$ cat src/design/cpcr_pkg.sv
// ----------------------------------------------------------------------------
// cpcr_pkg
// Shared widths, stage counts, pipeline context type and result type for the
// circle pair contact resolver.
// ----------------------------------------------------------------------------
package cpcr_pkg;

    localparam int FRAC_BITS  = 16;             // fraction bits of positions
    localparam int VW         = 32;             // position / velocity width
    localparam int RW         = 31;             // radius / inverse mass width
    localparam int EW         = 16;             // restitution register width
    localparam int FW         = EW + 1;         // 1.0 + restitution, Q2.15
    localparam int NW         = FRAC_BITS + 2;  // signed unit normal component
    localparam int RVW        = VW + 1;         // relative velocity
    localparam int PRW        = RVW + NW;       // rv * n
    localparam int SUMW       = PRW + 1;        // rvx*nx + rvy*ny
    localparam int SVW        = SUMW - FRAC_BITS; // separating velocity
    localparam int QW         = 38;             // divider quotient width
    localparam int DW         = QW + RW;        // divider dividend width
    localparam int XH         = QW / 2;         // split point for share products
    localparam int PPW        = XH + RW;        // partial product width
    localparam int MPW        = NW + QW + 1;    // n * share
    localparam int DLW        = MPW - FRAC_BITS; // applied delta
    localparam int SW         = DLW + 1;        // pre-saturation sum

    localparam int SQ_STEPS   = 2;
    localparam int SQ_STAGES  = VW / SQ_STEPS;
    localparam int DIV_STEPS  = 2;
    localparam int DIV_STAGES = QW / DIV_STEPS;

    localparam logic [FW-1:0] ONE_Q15   = FW'(32768);
    localparam logic [EW-1:0] E_MAX     = EW'(32768);
    localparam logic [EW-1:0] E_RESET   = EW'(32768);

    typedef struct packed {
        logic signed [VW-1:0] pax;
        logic signed [VW-1:0] pay;
        logic signed [VW-1:0] vax;
        logic signed [VW-1:0] vay;
        logic signed [VW-1:0] pbx;
        logic signed [VW-1:0] pby;
        logic signed [VW-1:0] vbx;
        logic signed [VW-1:0] vby;
        logic [RW-1:0]        ra;
        logic [RW-1:0]        rb;
        logic [RW-1:0]        ima;
        logic [RW-1:0]        imb;
        logic [VW-1:0]        ax;
        logic [VW-1:0]        ay;
        logic                 negx;
        logic                 negy;
        logic [VW-1:0]        rs;
        logic                 rpos;
        logic [VW-1:0]        tim;
        logic [2*VW-1:0]      sqx;
        logic [2*VW-1:0]      sqy;
        logic [2*VW-1:0]      rs2;
        logic [2*VW-1:0]      sum;
        logic                 hit;
        logic [VW-1:0]        cdist;
        logic signed [NW-1:0] nx;
        logic signed [NW-1:0] ny;
        logic signed [PRW-1:0] prx;
        logic signed [PRW-1:0] pry;
        logic                 go;
        logic [SVW-1:0]       negsv;
        logic [VW-1:0]        pen;
        logic [QW-1:0]        dv;
        logic [PPW-1:0]       pp_uah;
        logic [PPW-1:0]       pp_ual;
        logic [PPW-1:0]       pp_ubh;
        logic [PPW-1:0]       pp_ubl;
        logic [PPW-1:0]       pp_mah;
        logic [PPW-1:0]       pp_mal;
        logic [PPW-1:0]       pp_mbh;
        logic [PPW-1:0]       pp_mbl;
        logic [DW-1:0]        dd_ua;
        logic [DW-1:0]        dd_ub;
        logic [DW-1:0]        dd_ma;
        logic [DW-1:0]        dd_mb;
        logic signed [MPW-1:0] mvax;
        logic signed [MPW-1:0] mvay;
        logic signed [MPW-1:0] mvbx;
        logic signed [MPW-1:0] mvby;
        logic signed [MPW-1:0] mpax;
        logic signed [MPW-1:0] mpay;
        logic signed [MPW-1:0] mpbx;
        logic signed [MPW-1:0] mpby;
    } ctx_t;

    typedef struct packed {
        logic                 resolved;
        logic                 collided;
        logic signed [VW-1:0] vby;
        logic signed [VW-1:0] vbx;
        logic signed [VW-1:0] pby;
        logic signed [VW-1:0] pbx;
        logic signed [VW-1:0] vay;
        logic signed [VW-1:0] vax;
        logic signed [VW-1:0] pay;
        logic signed [VW-1:0] pax;
    } res_t;

endpackage

$ cat src/design/cpcr_div.sv
// ----------------------------------------------------------------------------
// cpcr_div
// Pipelined restoring divider, two quotient bits per stage. The quotient
// must fit QW bits, i.e. dividend >> QW is below the divisor.
// ----------------------------------------------------------------------------
module cpcr_div (
    input  logic                    clk,
    input  logic                    en,
    input  logic [cpcr_pkg::DW-1:0] dividend,
    input  logic [cpcr_pkg::VW-1:0] divisor,
    output logic [cpcr_pkg::QW-1:0] quotient
);
    import cpcr_pkg::*;

    logic [VW-1:0] rem_reg [DIV_STAGES];
    logic [QW-1:0] wrd_reg [DIV_STAGES];
    logic [VW-1:0] den_reg [DIV_STAGES];
    logic [VW-1:0] rem_next [DIV_STAGES];
    logic [QW-1:0] wrd_next [DIV_STAGES];
    logic [VW-1:0] den_next [DIV_STAGES];

    always_comb
    begin
        logic [VW-1:0] rem_c;
        logic [QW-1:0] wrd_c;
        logic [VW-1:0] den_c;
        logic [VW:0]   t;
        logic          ge;
        for (int s = 0; s < DIV_STAGES; s++)
        begin
            if (s == 0)
            begin
                rem_c = {{(VW-RW){1'b0}}, dividend[DW-1 -: RW]};
                wrd_c = dividend[QW-1:0];
                den_c = divisor;
            end
            else
            begin
                rem_c = rem_reg[s-1];
                wrd_c = wrd_reg[s-1];
                den_c = den_reg[s-1];
            end
            for (int k = 0; k < DIV_STEPS; k++)
            begin
                t  = {rem_c, wrd_c[QW-1]};
                ge = (t >= {1'b0, den_c});
                if (ge)
                begin
                    t = t - {1'b0, den_c};
                end
                rem_c = t[VW-1:0];
                wrd_c = {wrd_c[QW-2:0], ge};
            end
            rem_next[s] = rem_c;
            wrd_next[s] = wrd_c;
            den_next[s] = den_c;
        end
    end

    always_ff @(posedge clk)
    begin
        if (en)
        begin
            for (int s = 0; s < DIV_STAGES; s++)
            begin
                rem_reg[s] <= rem_next[s];
                wrd_reg[s] <= wrd_next[s];
                den_reg[s] <= den_next[s];
            end
        end
    end

    assign quotient = wrd_reg[DIV_STAGES-1];

endmodule
$ cat config.mk
export PLATFORM = sky130hd
export DESIGN_NAME = cpcr_div
export DESIGN_NICKNAME = d
export VERILOG_FILES = /design/src/design/cpcr_pkg.sv /design/src/design/cpcr_div.sv
export SDC_FILE = /design/constraint.sdc
export NUM_CORES = 2
export LEC_CHECK = 0
export BUFFER_PORTS_ARGS = -buffer_cell sky130_fd_sc_hd__buf_2
export CAP_MARGIN = 20
export CORE_ASPECT_RATIO = 1.4
export CORE_MARGIN = 5
export CORE_UTILIZATION = 45
export CTS_BUF_LIST = sky130_fd_sc_hd__clkbuf_4
export CTS_CLUSTER_DIAMETER = 120
export CTS_CLUSTER_SIZE = 14
export DETAILED_ROUTE_END_ITERATION = 6
export PLACE_DENSITY = 0.71
export SYNTH_ARGS = -nofsm -noshare
export SYNTH_HDL_FRONTEND = slang
export SYNTH_SLANG_ARGS = --single-unit
$ cat constraint.sdc
create_clock -name clk -period 6.9 [get_ports clk]
set_clock_uncertainty 0.1 [all_clocks]
set_input_delay 0.345 -clock clk [delete_from_list [all_inputs] [get_ports clk]]
set_output_delay 0.345 -clock clk [all_outputs]
set_load 0.01 [all_outputs]
======== Word-level counts from Yosys, hierarchy flattened ========
Memories as Yosys holds them, arrays and structs flattened.
Cells that the tools add are included.
storage, ports and cells
  register bits after elaboration ......... 0
  memory bits (writable) .................. 1938
  input port bits ......................... 103
  output and inout bits ................... 38
  word-level logic and storage cells ...... 119
  memories ................................ 3
cells by class
  $add $sub $neg .......................... 38
  order comparisons ....................... 38
  multiplexer cells ....................... 40
memories
  memory   depth  width  read ports  clocked after Yosys merged registers in  write ports  RTL line        text
  wrd_reg  19     38     19          0                                        19           cpcr_div.sv:16  logic [QW-1:0] wrd_reg [DIV_STAGES];
  den_reg  19     32     18          0                                        19           cpcr_div.sv:17  logic [VW-1:0] den_reg [DIV_STAGES];
  rem_reg  19     32     18          0                                        19           cpcr_div.sv:15  logic [VW-1:0] rem_reg [DIV_STAGES];
operator list
  kind                            count
  >= comparator 33 x 32 -> 1 bit  37
  two-way mux 32 bit              38
  subtractor 32 bit               38
  >= comparator 32 bit            1
  two-way mux 1 bit               2

======== Longest topological paths before layout ========
  word-level depth ........................ 4
  mapped depth ............................ 29
  depth with buffers taken out ............ 27

======== Least setup slack after synthesis ========
No wires, ideal clock.
  path type ............................... in2reg
  start point ............................. in dividend[37] (netlist name)
  end point ............................... mem rem_reg[0][24] (data pin)
  setup time .............................. 0.260 ns
  arrival time ............................ 6.249 ns
  required time ........................... 6.540 ns
  slack ................................... 0.291 ns
  cell stages on the path ................. 28
  path buffers ............................ 3
  cell sequence ........................... inv_1 -> ha_1 -> inv_1 -> fa_1 -> a21o_1 -> a221o_1 -> o221ai_1 -> a21oi_1 -> nor3_1 -> o311ai_0 -> o211ai_1 -> clkbuf_1 -> clkbuf_1 -> nand2_1 -> o21ai_0 -> ha_1 -> nor2b_1 -> o31a_1 -> or4_1 -> a311oi_1 -> o41ai_1 -> a31oi_1 -> a21oi_1 -> nand4_1 -> nand4_1 -> a21oi_2 -> buf_2 -> mux2_2
RTL lines
  item         RTL line        text
  from (decl)  cpcr_div.sv:9   input logic [cpcr_pkg::DW-1:0] dividend,
  to (decl)    cpcr_div.sv:15

==> results.ini <==
[floorplanning]
start_util = 0.4513
dieWidth_um = 463.6
core_mm2 = 0.2872
rows = 233
die_area_mm2 = 0.2990
die_h_um = 645.0
ios = 141

[synthesis]
synth_edf_count = 1874
syn_inst = 12450
synth_area_leader_cell = edfxtp_1
async_flop_share = 0
synthFlopType = edfxtp_1
synth_top_cell_area_share = 0.4342
syn_avg_cell_area_um2 = 10.41
synthesis.nets = 13810
yosysUniqueCellTypes = 106
synth.area.top_cells = edfxtp_1, ha_1, mux2_2
yosysWarnings = 0
syn_area_mm2 = 0.1296
yosysSeqAreaShare = 0.4342
synth-seq-cells = 1874

[timing]
hold_viol = 0
max_freq_ghz = 0.1493
fin_ws_ns = 0.2013
whs_ns = 0.1946
relSlewSlack = 0.1703
max_slew.worst_pin.slew_ns = 1.234
setup_viol_count_final = 0
maxSlewViolCount = 0
period_share = 0.9708
fin_crit_ns = 6.699
setup_tns_ns = 0

[routing]
post_drt_wl_per_cell_um = 21.26
top_layer_used = met5
totalWireLength_um = 368100
first_pass_iters = 6
drc = 0
postRouteAntennaNets = 0
drt-initial-drc-count = 5923
wirelength_met1_um = 128100
dr_wl_met2_um = 194000
met3_length_um = 11670
vias = 99350
via_per_inst = 5.739

[critical_path]
cp-end-kind = register
cp_slowest_cell = edfxtp_1
critical_path.top_delay_family = compound AO/OA/AOI/OAI gates
startpoint_type = register
r2r-start = den_reg[7][10]
reg2reg_to = rem_reg[8][30]
critPathBufInv = 4
worst_ep_required_time_ns = 7.90
rrSetupSlack_ns = 0.20
max_stage_delay_ns = 0.50
crit_arrival_ns = 7.70
path_class = reg2reg
rr_worst_depth = 26
worstSetupStartpoint = den_reg[7][10]
path_max_fanout = 11
crit_end = rem_reg[8][30]
cp.depth = 26

[final_layout]
fillerInstances = 26050
final_cell_mix = edfxtp_1, ha_1, a21oi_1, inv_1, nand2_1
largest_reg_flops = 722
nNetsFinal = 14890
syn2layout_area_growth_pct = 11.67
layout_commonest_cell = edfxtp_1
drive_gt1_frac = 0.1398

[placed_design]
place_ws_ns = -0.5700
io_buffers = 140
globalplace.congestion = 0.9632
hpwl_um = 292200

[clock_network]
clkTransAtPathRegs_ns = 0.19
cts_buffer_depth = 4
cts_buffers = 160
cts_tree = done
htree_levels = 4
clk_latency_ns = 1.33
clock-sinks = 1874
root_buffer = clkbuf_4

[global_route]
antenna_found_initial = 17
gr-total-overflow = 0
grt_pass1_vias = 99470
grt_pass1_wl_um = 554700
grt_usage = 0.2360
grt_max_degree = 169

[min_path]
hold_path_class = in2reg

[status]
status = completed

[flow_run]
cap_viol_max_count = 0

Yosys cell counts, types with 60 or more instances:
library cell	instances
edfxtp_1	1874
ha_1	1216
a21oi_1	1086
inv_1	967
nand2_1	874
o21ai_0	846
nor2_1	666
xnor2_1	622
mux2_2	606
a21o_1	594
xor2_1	360
nand3_1	231
nand4_1	189
clkbuf_1	178
nor3_1	173
o21a_1	159
o21bai_1	139
nor2b_1	137
nand2b_1	130
a31oi_1	110
a211oi_1	107
and3_1	103
o31ai_1	84
or3_1	60
worst min path at each step:
| stage | from | endpoint | slack, ns | cells after the start |
|---|---|---|---|---|
| floorplan | wrd_reg[9][8] | wrd_reg[10][10] | 0.30 | 0 |
| global placement | wrd_reg[13][21] | wrd_reg[14][23] | 0.30 | 0 |
| detailed placement | wrd_reg[10][13] | wrd_reg[11][15] | 0.30 | 0 |
| CTS | dividend[7] | wrd_reg[0][9] | 0.002 | 3 |
| global route | dividend[33] | wrd_reg[0][35] | 0.07 | 3 |
| finish | dividend[33] | wrd_reg[0][35] | 0.19 | 3 |
metrics by stage:
step / std cells / area, um2 / util
CTS: 17270 / 144100 / 0.5019
finish: 17310 / 144700 / 0.5040
global placement: 16840 / 140200 / 0.4883
global route: 17310 / 144700 / 0.5040
detailed placement: 16840 / 140200 / 0.4883
floorplan: 12450 / 129600 / -
layout make-up:
type	instances	area (um2)	area share
inverters	975	3661	0.02530
clock buffers	164	1231	0.008507
flip-flops and latches	1874	56270	0.3888
diodes	12	30.03	0.0002075
repair buffers	1177	9806	0.06775
clock inverters	5	55.05	0.0003804
multi-input cells	9344	68960	0.4765
well taps	3760	4705	0.03251
cell families after synthesis:
family | share of synthesized area
adders and majority gates | 0.1231
and+or+nand+nor | 0.1039
muxes | 0.05856
AOI/OAI and AO/OA | 0.1772
DFF | 0.4342
xor gates and xnor gates | 0.06636
buffers and inverters | 0.03668
per-layer routing:
| metal | GRT usage | vias to the layer above |
|---|---|---|
| li1 | - | 48450 |
| met1 | 0.2298 | 47350 |
| met2 | 0.4539 | 2402 |
| met3 | 0.02261 | 1144 |
| met4 | 0.1826 | 4 |
| met5 | 0 | - |
worst min-delay path, delay by kind of cell:
kind                   cells  cell delay [ns]
buffers and inverters      3             1.15
what timing repair did:
action,4_1_cts,5_1_grt
setup buffers,3,29
setup endpoints to repair,40,335
hold buffers,258,0
pin swaps,0,12
gates resized for setup,5,62
cloned,0,3
endpoints found under the hold margin,1160,0
Power is left out: the tool's default activity adds up to more than one toggle a clock period on the data nets, which glitch-free logic cannot reach.
