File: src/design/cpcr_pkg.sv
// ----------------------------------------------------------------------------
// cpcr_pkg
// Shared widths, stage counts, pipeline context type and result type for the
// circle pair contact resolver.
// ----------------------------------------------------------------------------
package cpcr_pkg;

    localparam int FRAC_BITS  = 16;             // fraction bits of positions
    localparam int VW         = 32;             // position / velocity width
    localparam int RW         = 31;             // radius / inverse mass width
    localparam int EW         = 16;             // restitution register width
    localparam int FW         = EW + 1;         // 1.0 + restitution, Q2.15
    localparam int NW         = FRAC_BITS + 2;  // signed unit normal component
    localparam int RVW        = VW + 1;         // relative velocity
    localparam int PRW        = RVW + NW;       // rv * n
    localparam int SUMW       = PRW + 1;        // rvx*nx + rvy*ny
    localparam int SVW        = SUMW - FRAC_BITS; // separating velocity
    localparam int QW         = 38;             // divider quotient width
    localparam int DW         = QW + RW;        // divider dividend width
    localparam int XH         = QW / 2;         // split point for share products
    localparam int PPW        = XH + RW;        // partial product width
    localparam int MPW        = NW + QW + 1;    // n * share
    localparam int DLW        = MPW - FRAC_BITS; // applied delta
    localparam int SW         = DLW + 1;        // pre-saturation sum

    localparam int SQ_STEPS   = 2;
    localparam int SQ_STAGES  = VW / SQ_STEPS;
    localparam int DIV_STEPS  = 2;
    localparam int DIV_STAGES = QW / DIV_STEPS;

    localparam logic [FW-1:0] ONE_Q15   = FW'(32768);
    localparam logic [EW-1:0] E_MAX     = EW'(32768);
    localparam logic [EW-1:0] E_RESET   = EW'(32768);

    typedef struct packed {
        logic signed [VW-1:0] pax;
        logic signed [VW-1:0] pay;
        logic signed [VW-1:0] vax;
        logic signed [VW-1:0] vay;
        logic signed [VW-1:0] pbx;
        logic signed [VW-1:0] pby;
        logic signed [VW-1:0] vbx;
        logic signed [VW-1:0] vby;
        logic [RW-1:0]        ra;
        logic [RW-1:0]        rb;
        logic [RW-1:0]        ima;
        logic [RW-1:0]        imb;
        logic [VW-1:0]        ax;
        logic [VW-1:0]        ay;
        logic                 negx;
        logic                 negy;
        logic [VW-1:0]        rs;
        logic                 rpos;
        logic [VW-1:0]        tim;
        logic [2*VW-1:0]      sqx;
        logic [2*VW-1:0]      sqy;
        logic [2*VW-1:0]      rs2;
        logic [2*VW-1:0]      sum;
        logic                 hit;
        logic [VW-1:0]        cdist;
        logic signed [NW-1:0] nx;
        logic signed [NW-1:0] ny;
        logic signed [PRW-1:0] prx;
        logic signed [PRW-1:0] pry;
        logic                 go;
        logic [SVW-1:0]       negsv;
        logic [VW-1:0]        pen;
        logic [QW-1:0]        dv;
        logic [PPW-1:0]       pp_uah;
        logic [PPW-1:0]       pp_ual;
        logic [PPW-1:0]       pp_ubh;
        logic [PPW-1:0]       pp_ubl;
        logic [PPW-1:0]       pp_mah;
        logic [PPW-1:0]       pp_mal;
        logic [PPW-1:0]       pp_mbh;
        logic [PPW-1:0]       pp_mbl;
        logic [DW-1:0]        dd_ua;
        logic [DW-1:0]        dd_ub;
        logic [DW-1:0]        dd_ma;
        logic [DW-1:0]        dd_mb;
        logic signed [MPW-1:0] mvax;
        logic signed [MPW-1:0] mvay;
        logic signed [MPW-1:0] mvbx;
        logic signed [MPW-1:0] mvby;
        logic signed [MPW-1:0] mpax;
        logic signed [MPW-1:0] mpay;
        logic signed [MPW-1:0] mpbx;
        logic signed [MPW-1:0] mpby;
    } ctx_t;

    typedef struct packed {
        logic                 resolved;
        logic                 collided;
        logic signed [VW-1:0] vby;
        logic signed [VW-1:0] vbx;
        logic signed [VW-1:0] pby;
        logic signed [VW-1:0] pbx;
        logic signed [VW-1:0] vay;
        logic signed [VW-1:0] vax;
        logic signed [VW-1:0] pay;
        logic signed [VW-1:0] pax;
    } res_t;

endpackage

File: src/design/cpcr_isqrt.sv
// ----------------------------------------------------------------------------
// cpcr_isqrt
// Pipelined integer square root, floor(sqrt(rad)), two root bits per stage.
// ----------------------------------------------------------------------------
module cpcr_isqrt (
    input  logic                      clk,
    input  logic                      en,
    input  logic [2*cpcr_pkg::VW-1:0] rad,
    output logic [cpcr_pkg::VW-1:0]   root
);
    import cpcr_pkg::*;

    logic [VW+2:0]   rem_reg  [SQ_STAGES];
    logic [VW-1:0]   root_reg [SQ_STAGES];
    logic [2*VW-1:0] val_reg  [SQ_STAGES];
    logic [VW+2:0]   rem_next  [SQ_STAGES];
    logic [VW-1:0]   root_next [SQ_STAGES];
    logic [2*VW-1:0] val_next  [SQ_STAGES];

    always_comb
    begin
        logic [VW+2:0]   rem_c;
        logic [VW-1:0]   root_c;
        logic [2*VW-1:0] val_c;
        logic [VW+2:0]   trial;
        for (int s = 0; s < SQ_STAGES; s++)
        begin
            if (s == 0)
            begin
                rem_c  = '0;
                root_c = '0;
                val_c  = rad;
            end
            else
            begin
                rem_c  = rem_reg[s-1];
                root_c = root_reg[s-1];
                val_c  = val_reg[s-1];
            end
            for (int k = 0; k < SQ_STEPS; k++)
            begin
                rem_c = {rem_c[VW:0], val_c[2*VW-1 -: 2]};
                trial = {1'b0, root_c, 2'b01};
                if (rem_c >= trial)
                begin
                    rem_c  = rem_c - trial;
                    root_c = {root_c[VW-2:0], 1'b1};
                end
                else
                begin
                    root_c = {root_c[VW-2:0], 1'b0};
                end
                val_c = {val_c[2*VW-3:0], 2'b00};
            end
            rem_next[s]  = rem_c;
            root_next[s] = root_c;
            val_next[s]  = val_c;
        end
    end

    always_ff @(posedge clk)
    begin
        if (en)
        begin
            for (int s = 0; s < SQ_STAGES; s++)
            begin
                rem_reg[s]  <= rem_next[s];
                root_reg[s] <= root_next[s];
                val_reg[s]  <= val_next[s];
            end
        end
    end

    assign root = root_reg[SQ_STAGES-1];

endmodule

File: config.mk
export PLATFORM = sky130hd
export DESIGN_NAME = cpcr_isqrt
export DESIGN_NICKNAME = d
export VERILOG_FILES = /design/src/design/cpcr_pkg.sv /design/src/design/cpcr_isqrt.sv
export SDC_FILE = /design/constraint.sdc
export NUM_CORES = 2
export LEC_CHECK = 0
export BUFFER_PORTS_ARGS = -buffer_cell sky130_fd_sc_hd__buf_4
export CORE_MARGIN = 3
export CORE_UTILIZATION = 33
export DETAILED_ROUTE_END_ITERATION = 16
export GPL_TIMING_DRIVEN = 0
export SETUP_SLACK_MARGIN = 0.02
export SLEW_MARGIN = 5
export SYNTH_ARGS = -nofsm -noshare
export SYNTH_HDL_FRONTEND = slang
export SYNTH_SLANG_ARGS = --single-unit
File: constraint.sdc
create_clock -name clk -period 16.76 [get_ports clk]
set_clock_uncertainty 0.15 [all_clocks]
set_input_delay 3.352 -clock clk [delete_from_list [all_inputs] [get_ports clk]]
set_output_delay 3.352 -clock clk [all_outputs]
set_load 0.02 [all_outputs]
# Word level (Yosys, flattened, before mapping)

Memories as Yosys holds them, arrays and structs flattened.
Cells that the tools add are included.

Flip-flop bits (word level): 0
RAM bits: 2032
Memories kept: 3
Bits in read-only memories: 0
Latch bits: 0
Input bits: 66
Word-level logic and storage cells: 133
Output and inout port bits: 32

Reductions and logical operators: 0
Equality and inequality tests: 0
Shifts and indexed selects: 0
Multiply operators: 0
$lt $le $gt $ge: 32
Multiplexer cells: 66
Bitwise gates (word level): 0
Add/sub/neg operators: 32
Div/mod/pow operators: 0

Memory list:

| memory   | words | width | read ports | clocked after Yosys merged registers in | write ports | line             | source |
|---|---|---|---|---|---|---|---|
| val_reg  | 16    | 60    | 15         | 0                                       | 16          | cpcr_isqrt.sv:15 | `logic [2*VW-1:0] val_reg [SQ_STAGES];` |
| rem_reg  | 16    | 35    | 15         | 0                                       | 16          | cpcr_isqrt.sv:13 | `logic [VW+2:0] rem_reg [SQ_STAGES];` |
| root_reg | 16    | 32    | 16         | 0                                       | 16          | cpcr_isqrt.sv:14 | `logic [VW-1:0] root_reg [SQ_STAGES];` |

Operator list:

| operator            | count |
|---|---|
| $ge 35x34->1        | 30 |
| $mux 35             | 16 |
| $mux 33             | 16 |
| $sub 35x34->35      | 15 |
| $sub 33x33->33      | 15 |
| $ge 35x3->1         | 1 |
| $sub 35x3->35       | 1 |
| $mux 1              | 34 |
| $sub 2x1->3 const B | 1 |
| $ge 2x1->1 const B  | 1 |

# Depth between registers and ports, before layout

An unclocked memory read counts as a cell.

Word-level depth: 5
Depth in mapped cells: 31
Gate-level depth less buffers: 28

# Worst setup path before layout

Ideal clock, no wire load.

Path kind: reg2reg
Start: memory rem_reg[1][164] in the netlist's numbering
End: memory rem_reg[1][192] in the netlist's numbering (data pin)
Cell stages (with the launch flop): 25
Path slack: 9.842 ns
Period minus slack after synthesis: 6.918 ns
Arrival time: 6.508 ns
Buffers on the path: 4
Cell sequence: edfxtp_1 -> ha_1 -> and3_1 -> nand3_1 -> or3_1 -> a2111oi_0 -> nor3_2 -> clkbuf_1 -> clkbuf_1 -> nand2_1 -> o21ai_0 -> ha_1 -> and3_1 -> and2_1 -> a221oi_1 -> o2111a_1 -> a21oi_1 -> and4_1 -> o31a_1 -> a311o_1 -> or3_1 -> or4_1 -> buf_2 -> buf_2 -> mux2_2

RTL lines:

| element            | line |
|---|---|
| start: declaration | cpcr_isqrt.sv:13 |

==> metrics.txt <==
status=completed; critical path class=reg2reg; global-route wire length before repair=338400 um; mux cell area share after synthesis=0.01579; CP Data Arrival Time=9.43 ns; CP Buf/Inv Count=6; Area growth syn-to-layout=12.26%; FP Rows=180; Synth async-reset ratio=0; CTS buffer count=148; 1st-iter DRT viols=5501; Worst Hold Class=reg2reg; Achievable Freq=111.3 MHz; input/output buffers=97; fin crit share=0.5359; Slew headroom=0.1166; initial core utilization=0.3321; Critical Path End Type=flop; CTS-repair resized insts=0; Layout Cell Area excl Fill=89850 um2; die area=248500 um2; largest net degree at the start of global routing=185; Yosys cell types=108; ratio of cells with drive above 1 in the final layout=0.07053; Post-route DRC=0; H-tree levels=4; GRT Util Overall=0.1702; Tightest Pin Transition=1.322 ns; xor/xnor share of the synthesized area=0.07890; Critical Path Fanout Max=10; Synth Cell Area=80030 um2; compound-cell area share of the yosys netlist=0.1659; syn avg cell area=10.14 um2; max reg flops=480; latest clock arrival within the worst-skew pair=0.81 ns; die height=498.5 um; Ports=98; setup ws final=7.779 ns; number of synthesized register bits=1225; Die Span X=498.5 um; total global routing overflow=0; Core Region=241000 um2; hold_buf cts=0; Post-Route WL=220400 um; crit path time final=8.981 ns; fill count=23774; critical path's largest stage delay=0.62 ns; Routability Congestion=0.9388; drt pass-1 iters=7; combinational family with the most area after synthesis=compound AO/OA/AOI/OAI gates; DP Wirelength=170900 um; post-synthesis sequential area ratio=0.4596; CP top delay family=compound AO/OA/AOI/OAI gates; Post-Synth Adder-Cell Area=0.08708; Synth Area in Simple Gates=0.1598; via density per instance=5.355; CTS Sinks=1225; Fin Setup TNS=0 ns; DRT antenna net count=0; clock root buffer=clkbuf_16; CTS tree=done; vias in the first global route=58774; Post-synth EDFFs=1225; clock buffer depth=3; Final setup viols=0; crit path launch type=flop; Final Hold Fails=0; Worst path slowest cell=nor3_2; initial antenna violation count=6; DP Area=84960 um2; pre-CTS setup slack=7.903 ns; yosys warns=0; clk slew on worst S/H paths=0.07 ns; nets=8773; Post-CTS Setup Repair Bufs=0; DR WL/cell=19.25 um; peak supply drop=0.0001028 V; CP required=17.21 ns; RSZ-0062 raised after global routing=no; ys flop type=edfxtp_1; # Max-Cap Violations=0; post-synthesis cell count=7894; via count=61331; Leak Pwr=34.73 nW; Max Slew Vio Count=0; Power Dens Cells=156.5 nW/um2
[per-stage QoR]
stage               power, mW  utilization  hold slack [ns]  cells
CTS                     14.12       0.3728           0.2468  11451
detailed placement      10.81       0.3526           0.2545  11185
global route            15.06       0.3728           0.2647  11451
finish                  14.06       0.3728           0.2558  11453
floorplan               9.100            -           0.2503   7896
global placement        10.84       0.3517           0.2507  11178
[report_power, final]
part | leakage (nW) | switching (mW) | total (mW) | internal, mW
sequential | 11.8 | 0.397 | 4.51 | 4.11
clock | 2.35 | 1.31 | 3.19 | 1.88
combinational | 20.6 | 3.80 | 6.36 | 2.56
[path summary, 6_finish.rpt]
kind | from | endpoint | slack [ns] | cells past startpoint
setup reg to reg | root_reg[1][128] | rem_reg[1][182] | 7.78 | 26
hold / removal | val_reg[0][472] | val_reg[1][56] | 0.26 | 0
hold reg to reg | val_reg[0][472] | val_reg[1][56] | 0.26 | 0
setup / recovery | root_reg[1][128] | rem_reg[1][182] | 7.78 | 26
[synthesized netlist by cell type (21+ instances only)]
| master | number | area [um2] |
|---|---|---|
| nand2b_1 | 104 | 650.6 |
| nand3b_1 | 30 | 225.2 |
| mux2i_1 | 25 | 250.2 |
| a211oi_1 | 57 | 427.9 |
| nor3b_1 | 26 | 195.2 |
| inv_1 | 463 | 1738 |
| a31o_2 | 24 | 210.2 |
| nor4_1 | 90 | 563.0 |
| o41ai_1 | 23 | 201.4 |
| a21o_1 | 315 | 2365 |
| a211o_1 | 21 | 183.9 |
| o21bai_1 | 74 | 555.5 |
| nand4b_1 | 25 | 219.0 |
| o21a_1 | 83 | 623.1 |
| nand4_1 | 116 | 725.7 |
| xor2_1 | 272 | 2382 |
| or3_1 | 93 | 581.8 |
| o31ai_1 | 74 | 555.5 |
| nor2b_1 | 88 | 550.5 |
| edfxtp_1 | 1225 | 36790 |
| and4_1 | 23 | 201.4 |
| nor3_1 | 171 | 855.8 |
| and2_1 | 64 | 400.4 |
| buf_1 | 21 | 78.83 |
| or2_2 | 49 | 306.5 |
| xnor2_1 | 449 | 3933 |
| nor2_1 | 553 | 2076 |
| a2111oi_0 | 29 | 254.0 |
| nand2_1 | 698 | 2620 |
| o211ai_1 | 32 | 240.2 |
| nor4b_1 | 21 | 183.9 |
| a21oi_1 | 573 | 2868 |
| a31oi_1 | 63 | 394.1 |
| o21ai_0 | 468 | 2342 |
| ha_1 | 557 | 6969 |
| buf_2 | 32 | 160.2 |
| or4_1 | 52 | 390.4 |
| clkbuf_1 | 152 | 570.6 |
| mux2_2 | 86 | 968.4 |
| nand3_1 | 189 | 945.9 |
| and3_1 | 74 | 462.9 |
[placed cells by master, fill, tap and decap left out, drive strengths merged, types with 26 or more instances in the layout]
master	n
xor2	272
o31ai	74
nor4	98
a21o	315
o21a	83
or3	93
nor2b	88
and2	65
o211ai	32
nand3	190
or2	51
edfxtp	1225
mux2	90
a2111oi	33
nand2b	105
a211oi	58
ha	557
xnor2	449
nor2	554
clkbuf	319
or4	54
nand2	702
nand4	116
inv	482
o21ai	484
and3	74
nor3b	26
a21oi	574
nor4b	26
nand3b	31
a31oi	63
nor3	178
buf	161
clkinv	66
o21bai	74
[cell type report]
type | count | area, um2 | share of cell area
Clock buffer | 167 | 3839 | 0.04273
Sequential cell | 1225 | 36790 | 0.4094
Clock inverter | 99 | 1039 | 0.01156
Inverter | 476 | 1790 | 0.01993
Tap cell | 3185 | 3985 | 0.04435
Antenna cell | 2 | 5.005 | 0.00005570
Timing Repair Buffer | 104 | 940.9 | 0.01047
Buffer | 209 | 839.6 | 0.009344
Multi-Input combinational cell | 5986 | 40620 | 0.4521
[kinds of logic after synthesis]
group / after synthesis
multiplexers: 115
AND/OR/NAND/NOR: 2522
adder cells (fa/ha/maj): 557
XOR/XNOR: 721
other: 1
buffers and inverters: 685
AO/OA/AOI/OAI: 2068
flip-flops: 1225
[routing by layer]
metal  global-route usage  vias to the layer above  part of all wire
li1                     -                    29942                 -
met3              0.02579                      337             0.051
met5                    0                        -          0.000059
met1               0.2411                    29400              0.48
met4              0.05305                        2             0.030
met2               0.2670                     1650              0.44
Note: power is estimated with default switching activity, not from simulation.
